$ cat src/hw/rtl/afu_pkg.sv
// Package for the 8085 arithmetic and flags unit: request, response and flag types,
// and the operation codes.
// Has no dependencies; every other file of the unit refers to it by scoped names.
`default_nettype none

package afu_pkg;

    // Operation codes carried in the func field of a request.
    localparam logic [3:0] FN_ADD = 4'd0;
    localparam logic [3:0] FN_ADC = 4'd1;
    localparam logic [3:0] FN_SUB = 4'd2;
    localparam logic [3:0] FN_SBB = 4'd3;
    localparam logic [3:0] FN_INR = 4'd4;
    localparam logic [3:0] FN_DCR = 4'd5;
    localparam logic [3:0] FN_INX = 4'd6;
    localparam logic [3:0] FN_DCX = 4'd7;
    localparam logic [3:0] FN_DAD = 4'd8;
    localparam logic [3:0] FN_DAA = 4'd9;

    // Decimal adjust thresholds and corrections.
    localparam logic [3:0] DAA_LO_LIMIT = 4'h9;
    localparam logic [7:0] DAA_HI_LIMIT = 8'h99;
    localparam logic [7:0] DAA_LO_CORR  = 8'h06;
    localparam logic [7:0] DAA_HI_CORR  = 8'h60;

    // Condition flags kept between requests.
    typedef struct packed {
        logic s;
        logic z;
        logic ac;
        logic p;
        logic cy;
    } flags_t;

    // One request.
    typedef struct packed {
        logic [3:0]  func;
        logic [7:0]  acc;
        logic [7:0]  operand;
        logic [15:0] pair_value;
        logic [15:0] hl_value;
    } req_t;

    // One response.
    typedef struct packed {
        logic [7:0]  result_byte;
        logic [15:0] result_word;
        logic        sign_flag;
        logic        zero_flag;
        logic        aux_carry_flag;
        logic        parity_flag;
        logic        carry_flag;
    } rsp_t;

endpackage

`default_nettype wire

$ cat src/hw/rtl/afu_alu.sv
// Combinational datapath of the 8085 arithmetic unit: byte adder with flag logic,
// decimal adjust correction and the 16-bit pair adder.
// Depends on afu_pkg.
`default_nettype none

module afu_alu (
    input  wire afu_pkg::req_t   req,
    input  wire afu_pkg::flags_t flags,
    output afu_pkg::rsp_t        rsp,
    output afu_pkg::flags_t      flags_next
);

    logic [7:0]  add_a;
    logic [7:0]  add_b;
    logic        add_cin;
    logic [8:0]  byte_sum;
    logic [4:0]  nib_sum;
    logic        daa_lo;
    logic        daa_hi;
    logic [7:0]  daa_corr;
    logic [16:0] word_sum;
    logic [15:0] word_b;
    logic        byte_op;
    logic        word_op;
    logic        szp_valid;
    logic        cy_new;
    logic        ac_new;

    // Decimal adjust correction, taken from the kept flags.
    always_comb
    begin
        daa_lo   = (req.acc[3:0] > afu_pkg::DAA_LO_LIMIT) || flags.ac;
        daa_hi   = (req.acc > afu_pkg::DAA_HI_LIMIT) || flags.cy;
        daa_corr = (daa_lo ? afu_pkg::DAA_LO_CORR : 8'h00)
                 | (daa_hi ? afu_pkg::DAA_HI_CORR : 8'h00);
    end

    // Operand selection for the shared byte adder.
    always_comb
    begin
        add_a   = req.acc;
        add_b   = req.operand;
        add_cin = 1'b0;
        unique case (req.func)
            afu_pkg::FN_ADD:
            begin
                add_b = req.operand;
            end
            afu_pkg::FN_ADC:
            begin
                add_cin = flags.cy;
            end
            afu_pkg::FN_SUB:
            begin
                add_b   = ~req.operand;
                add_cin = 1'b1;
            end
            afu_pkg::FN_SBB:
            begin
                add_b   = ~req.operand;
                add_cin = ~flags.cy;
            end
            afu_pkg::FN_INR:
            begin
                add_a = req.operand;
                add_b = 8'h01;
            end
            afu_pkg::FN_DCR:
            begin
                add_a = req.operand;
                add_b = 8'hff;
            end
            afu_pkg::FN_DAA:
            begin
                add_b = daa_corr;
            end
            default:
            begin
                add_cin = 1'b0;
            end
        endcase
    end

    // Byte adder and carry out of the low nibble.
    assign byte_sum = {1'b0, add_a} + {1'b0, add_b} + {8'h00, add_cin};
    assign nib_sum  = {1'b0, add_a[3:0]} + {1'b0, add_b[3:0]} + {4'h0, add_cin};
    assign ac_new   = nib_sum[4];

    // Pair adder: increment, decrement or HL plus pair.
    always_comb
    begin
        word_b = 16'h0000;
        case (req.func)
            afu_pkg::FN_INX: word_b = 16'h0001;
            afu_pkg::FN_DCX: word_b = 16'hffff;
            afu_pkg::FN_DAD: word_b = req.hl_value;
            default:         word_b = 16'h0000;
        endcase
    end

    assign word_sum = {1'b0, req.pair_value} + {1'b0, word_b};

    // Which results and flags each operation produces.
    always_comb
    begin
        byte_op   = 1'b0;
        word_op   = 1'b0;
        szp_valid = 1'b0;
        cy_new    = flags.cy;
        unique case (req.func)
            afu_pkg::FN_ADD, afu_pkg::FN_ADC:
            begin
                byte_op   = 1'b1;
                szp_valid = 1'b1;
                cy_new    = byte_sum[8];
            end
            afu_pkg::FN_SUB, afu_pkg::FN_SBB:
            begin
                byte_op   = 1'b1;
                szp_valid = 1'b1;
                cy_new    = ~byte_sum[8];
            end
            afu_pkg::FN_INR, afu_pkg::FN_DCR:
            begin
                byte_op   = 1'b1;
                szp_valid = 1'b1;
            end
            afu_pkg::FN_INX, afu_pkg::FN_DCX:
            begin
                word_op = 1'b1;
            end
            afu_pkg::FN_DAD:
            begin
                word_op = 1'b1;
                cy_new  = word_sum[16];
            end
            afu_pkg::FN_DAA:
            begin
                byte_op   = 1'b1;
                szp_valid = 1'b1;
                cy_new    = byte_sum[8] | daa_hi;
            end
            default:
            begin
                cy_new = flags.cy;
            end
        endcase
    end

    // New flag set; operations that do not touch a flag pass the kept value on.
    always_comb
    begin
        flags_next    = flags;
        flags_next.cy = cy_new;
        if (szp_valid)
        begin
            flags_next.s  = byte_sum[7];
            flags_next.z  = (byte_sum[7:0] == 8'h00);
            flags_next.ac = ac_new;
            flags_next.p  = ~(^byte_sum[7:0]);
        end
    end

    // Response fields.
    always_comb
    begin
        rsp.result_byte    = byte_op ? byte_sum[7:0] : 8'h00;
        rsp.result_word    = word_op ? word_sum[15:0] : 16'h0000;
        rsp.sign_flag      = flags_next.s;
        rsp.zero_flag      = flags_next.z;
        rsp.aux_carry_flag = flags_next.ac;
        rsp.parity_flag    = flags_next.p;
        rsp.carry_flag     = flags_next.cy;
    end

endmodule

`default_nettype wire

$ cat src/hw/rtl/cpu8085_arith_flags_unit.sv
// A request accepted into the input register moves on to the response register
// (input register, then response register); throughput is one request per cycle while rsp_stall is low.
// The kept flags are written as a request moves into the response register, so the
// next request in the input register already sees them.
// Reset clears the flags and both valid bits; payload registers are not reset.
`default_nettype none

module cpu8085_arith_flags_unit (
    input  wire                clk,
    input  wire                rst_n,
    input  wire                req_valid,
    output logic               req_stall,
    input  wire afu_pkg::req_t req,
    output logic               rsp_valid,
    input  wire                rsp_stall,
    output afu_pkg::rsp_t      rsp
);

    logic             in_valid_reg;
    logic             in_valid_next;
    afu_pkg::req_t    in_req_reg;
    logic             out_valid_reg;
    logic             out_valid_next;
    afu_pkg::rsp_t    out_rsp_reg;
    afu_pkg::flags_t  flags_reg;
    afu_pkg::flags_t  flags_next;
    afu_pkg::rsp_t    alu_rsp;
    logic             advance;
    logic             in_load;

    // Datapath between the two registers.
    afu_alu u_alu (
        .req        (in_req_reg),
        .flags      (flags_reg),
        .rsp        (alu_rsp),
        .flags_next (flags_next)
    );

    // Handshake control: the input stage moves on when the response register is
    // empty or being emptied this cycle.
    always_comb
    begin
        advance        = in_valid_reg && (!out_valid_reg || !rsp_stall);
        req_stall      = in_valid_reg && !advance;
        in_load        = req_valid && !req_stall;
        in_valid_next  = in_load || (in_valid_reg && !advance);
        out_valid_next = advance || (out_valid_reg && rsp_stall);
    end

    // Control state and kept flags.
    always_ff @(posedge clk or negedge rst_n)
    begin
        if (!rst_n)
        begin
            in_valid_reg  <= 1'b0;
            out_valid_reg <= 1'b0;
            flags_reg     <= '0;
        end
        else
        begin
            in_valid_reg  <= in_valid_next;
            out_valid_reg <= out_valid_next;
            if (advance)
            begin
                flags_reg <= flags_next;
            end
        end
    end

    // Payload registers.
    always_ff @(posedge clk)
    begin
        if (in_load)
        begin
            in_req_reg <= req;
        end
        if (advance)
        begin
            out_rsp_reg <= alu_rsp;
        end
    end

    assign rsp_valid = out_valid_reg;
    assign rsp       = out_rsp_reg;

`ifndef SYNTHESIS
    // The kept flags always match the flags of the response just loaded.
    a_flags_follow_rsp: assert property (@(posedge clk) disable iff (!rst_n)
        advance |=> (flags_reg == {rsp.sign_flag, rsp.zero_flag, rsp.aux_carry_flag,
                                   rsp.parity_flag, rsp.carry_flag}))
        else $error("kept flags differ from the last response");

    // Requests are only held off while the input register is occupied.
    a_stall_needs_full: assert property (@(posedge clk) disable iff (!rst_n)
        req_stall |-> in_valid_reg)
        else $error("request stalled with an empty input register");

    // A request that cannot advance stays in the input register unchanged.
    a_in_hold: assert property (@(posedge clk) disable iff (!rst_n)
        (in_valid_reg && !advance) |=> (in_valid_reg && $stable(in_req_reg)))
        else $error("held request lost or changed");
`endif

endmodule

`default_nettype wire
$ cat config.mk
export PLATFORM = sky130hd
export DESIGN_NAME = cpu8085_arith_flags_unit
export DESIGN_NICKNAME = d
export VERILOG_FILES = /design/src/hw/rtl/afu_pkg.sv /design/src/hw/rtl/afu_alu.sv /design/src/hw/rtl/cpu8085_arith_flags_unit.sv
export SDC_FILE = /design/constraint.sdc
export NUM_CORES = 1
export LEC_CHECK = 0
export ABC_AREA = 1
export BUFFER_PORTS_ARGS = -buffer_cell sky130_fd_sc_hd__buf_4
export CELL_PAD_IN_SITES_DETAIL_PLACEMENT = 1
export CELL_PAD_IN_SITES_GLOBAL_PLACEMENT = 1
export CORE_AREA = 2 2 142 144
export CTS_CLUSTER_SIZE = 28
export DETAILED_ROUTE_END_ITERATION = 10
export DIE_AREA = 0 0 144 146
export GPL_TIMING_DRIVEN = 1
export PLACE_DENSITY_LB_ADDON = 0.05
export SLEW_MARGIN = 20
export SYNTH_ARGS = -nofsm -noshare
export SYNTH_HDL_FRONTEND = slang
export SYNTH_HIERARCHICAL = 1
export SYNTH_SLANG_ARGS = --single-unit
$ cat constraint.sdc
create_clock -name clk -period 3.3 [get_ports clk]
set_input_delay 0.33 -clock clk [delete_from_list [all_inputs] [get_ports clk]]
set_output_delay 0.33 -clock clk [all_outputs]
set_load 0.005 [all_outputs]
==> flow_summary.json <==
{
  "internal_power_mw": 2.247,
  "yosysTopAreaCellShare_pct": 50.40,
  "ys_ff_latch": 88,
  "place_inst": 848,
  "min_path_type": "primary input to register",
  "wl_um": 13030,
  "p_total_mw": 3.210,
  "wl_per_cell_um": 14.86,
  "cts_buffers": 9,
  "synth-edff-count": 81,
  "yosys.area.top_type": "edfxtp_1",
  "ys_seq_area_share_pct": 54.03,
  "cp-end-kind": "register",
  "min_period_over_period_pct": 98.27,
  "fin_area_um2": 6369,
  "period_minus_slack_ps": 3243,
  "critPathArrivalTime_ps": 3340,
  "rows": 51,
  "power_density_nw_per_um2": 504.1,
  "overflow": 0,
  "largest_reg_flops": 52,
  "n_antenna_cell": 0,
  "grt_pass1_wl_um": 20490,
  "irDropWorstVdd_mv": 0.2161,
  "clk_pin_slew_ps": 60,
  "start_util_pct": 24.96,
  "fin_hold_ws_ps": 152.7,
  "antenna_found_initial": 0,
  "yosys_warnings": 6,
  "die_height_um": 146,
  "synthTopCellsByCount": "nand2_1, edfxtp_1, inv_1",
  "syn2layout_area_growth_pct": 31.97,
  "fillerInstances": 2213,
  "first_iter_violations": 111,
  "multi_input_area_um2": 2067,
  "synthArstFlopShare_pct": 7.955,
  "syn_nets": 575,
  "ys_types": 46,
  "cts.sinks": 88,
  "grt_max_degree": 21,
  "finalClockSkew_ps": 6.824,
  "worst_setup_path_start_kind": "register",
  "drc": 0,
  "hold_viol_final": 0,
  "grt_setup_unrepaired": "true",
  "ys.flop_type": "edfxtp_1",
  "seqCellArea_um2": 2608,
  "io_buffers": 86,
  "finalNonFillerCells": 877,
  "grt_pass1_vias": 3820,
  "die-area_um2": 21020,
  "place.gp.congestion": 0.7979,
  "clk_latency_ps": 350,
  "dpl.hpwl_um": 10180,
  "worst_pin_slew_ps": 490.2,
  "ios": 87,
  "die_w_um": 144,
  "htreeDepth": 3,
  "pwr-share-comb_pct": 27.3,
  "layout.nets": 692,
  "coreArea_um2": 19330,
  "sequentialPowerShare_pct": 43.6,
  "clockRootBuffer": "clkbuf_16",
  "finalSetupViolations": 0,
  "drive_gt1_share_pct": 31.54,
  "netlist_area_um2": 4826,
  "p_leak_nw": 2.899,
  "drv_slew": 0,
  "num_vias": 3688,
  "synth_area_leaders": "edfxtp_1, nand2_1, ha_1",
  "avgViaCountPerCell": 4.205,
  "switching_share_pct": 30.01,
  "syn_inst": 490,
  "cts_tree": "done",
  "place_area_um2": 5854,
  "max_freq_ghz": 0.3084,
  "drtPass1Iterations": 7,
  "grtUsageTotal_pct": 12.72,
  "outcome": "finished clean",
  "synth.most_common_cell": "nand2_1",
  "path_max_fanout": 3,
  "syn_avg_cell_area_um2": 9.849,
  "slew_headroom_pct": 67.28,
  "p_clk_share_pct": 29.1,
  "worstHoldPathCells": 1,
  "cap_violations": 0,
  "p_switching_uw": 963.6,
  "worst-setup-path-type": "register to register",
  "drtAntennaViolNets": 0,
  "crit_required_ps": 3400,
  "ff2ff_path_depth": 18,
  "cts_buffer_depth": 2
}
placed cells by master, fill, tap and decap left out, types with 8 or more instances in the layout:
cell / instances
buf_4: 113
nand3_1: 27
nor2_1: 33
inv_2: 11
ha_1: 24
inv_1: 41
clkbuf_16: 9
o21ai_0: 15
nand2_2: 8
nand2_1: 126
a21oi_1: 23
edfxtp_1: 81
nor2_4: 8
cell families after synthesis:
kind of cell    share of synthesized area [%]
mux                                    0.2074
fa+ha+maj                               7.985
buf+inv                                 6.093
simple gates                            21.44
xor+xnor                                1.270
compound gates                          8.970
flops                                   54.03
final timing paths:
path	startpoint	endpoint	slack [ps]
setup reg to reg	in_req_reg[50]$_DFFE_PP_	rsp[1]$_DFFE_PP_	60
setup / recovery	in_req_reg[50]$_DFFE_PP_	rsp[1]$_DFFE_PP_	60
hold / removal	req[27]	in_req_reg[27]$_DFFE_PP_	150
min in group asynchronous	rst_n	flags_reg[1]$_DFFE_PN0P_	340
hold reg to reg	flags_reg[2]$_DFFE_PN0P_	flags_reg[2]$_DFFE_PN0P_	480
max in group asynchronous	rst_n	rsp_valid$_DFF_PN0_	2840
area by class of cell:
type                            count  share of cell area [%]
Tap cell                          265                   5.206
Clock inverter                      7                  0.6090
Multi-Input combinational cell    336                   32.46
Timing Repair Buffer              116                   13.83
Inverter                           56                   3.418
Sequential cell                    88                   40.94
Clock buffer                        9                   3.536
per-layer routing:
layer	vias up	share of wire, %	global-route usage [%]
li1	1885	-	-
met1	1705	53	19.47
met2	84	41	17.21
met3	14	4.6	3.192
met4	0	1.5	4.216
met5	-	0	0
worst max-delay path, stage by stage (launching register included):
cell and delay (ps):
edfxtp_1 470, nor2_2 140, inv_2 60, nor2_4 140, inv_2 70, o211ai_1 250
fa_2 300, inv_2 50, fa_2 360, inv_2 60, nand2_2 70, nand2_2 60
and2_4 150, xnor2_2 120, ha_1 280, xnor2_2 170, nand3_1 90, nand3_1 80
nand2_1 70
what timing repair did:
item                                    4_1_cts  5_1_grt
resized for setup                             5       32
endpoints found under the setup margin        2        5
hold buffers                                  1        0
buffers inserted                              2       10
cloned                                        0        0
pin swaps                                     3       27
hold endpoints to repair                      7        0
metrics by stage:
step | TNS, ps | setup slack (ps) | util, %
3_5_place_dp | -195.7 | -101.6 | 30.28
6_report | 0 | 57.02 | 32.94
2_1_floorplan | 0 | 0.9326 | -
5_1_grt | -237.0 | -124.4 | 32.94
4_1_cts | 0 | 1.273 | 31.92
3_3_place_gp | 0 | 30.16 | 30.28
power groups by stage:
| stage | registers [mW] | logic, mW | clock network [mW] |
|---|---|---|---|
| after floorplan | 1.41 | 0.503 | 0 |
| after global placement | 1.42 | 0.755 | 0 |
| after detailed placement | 1.42 | 0.765 | 0 |
| after CTS | 1.40 | 0.815 | 0.979 |
| after global routing | 1.41 | 0.981 | 1.02 |
| final | 1.40 | 0.875 | 0.935 |
Note: power is estimated with default switching activity, not from simulation.
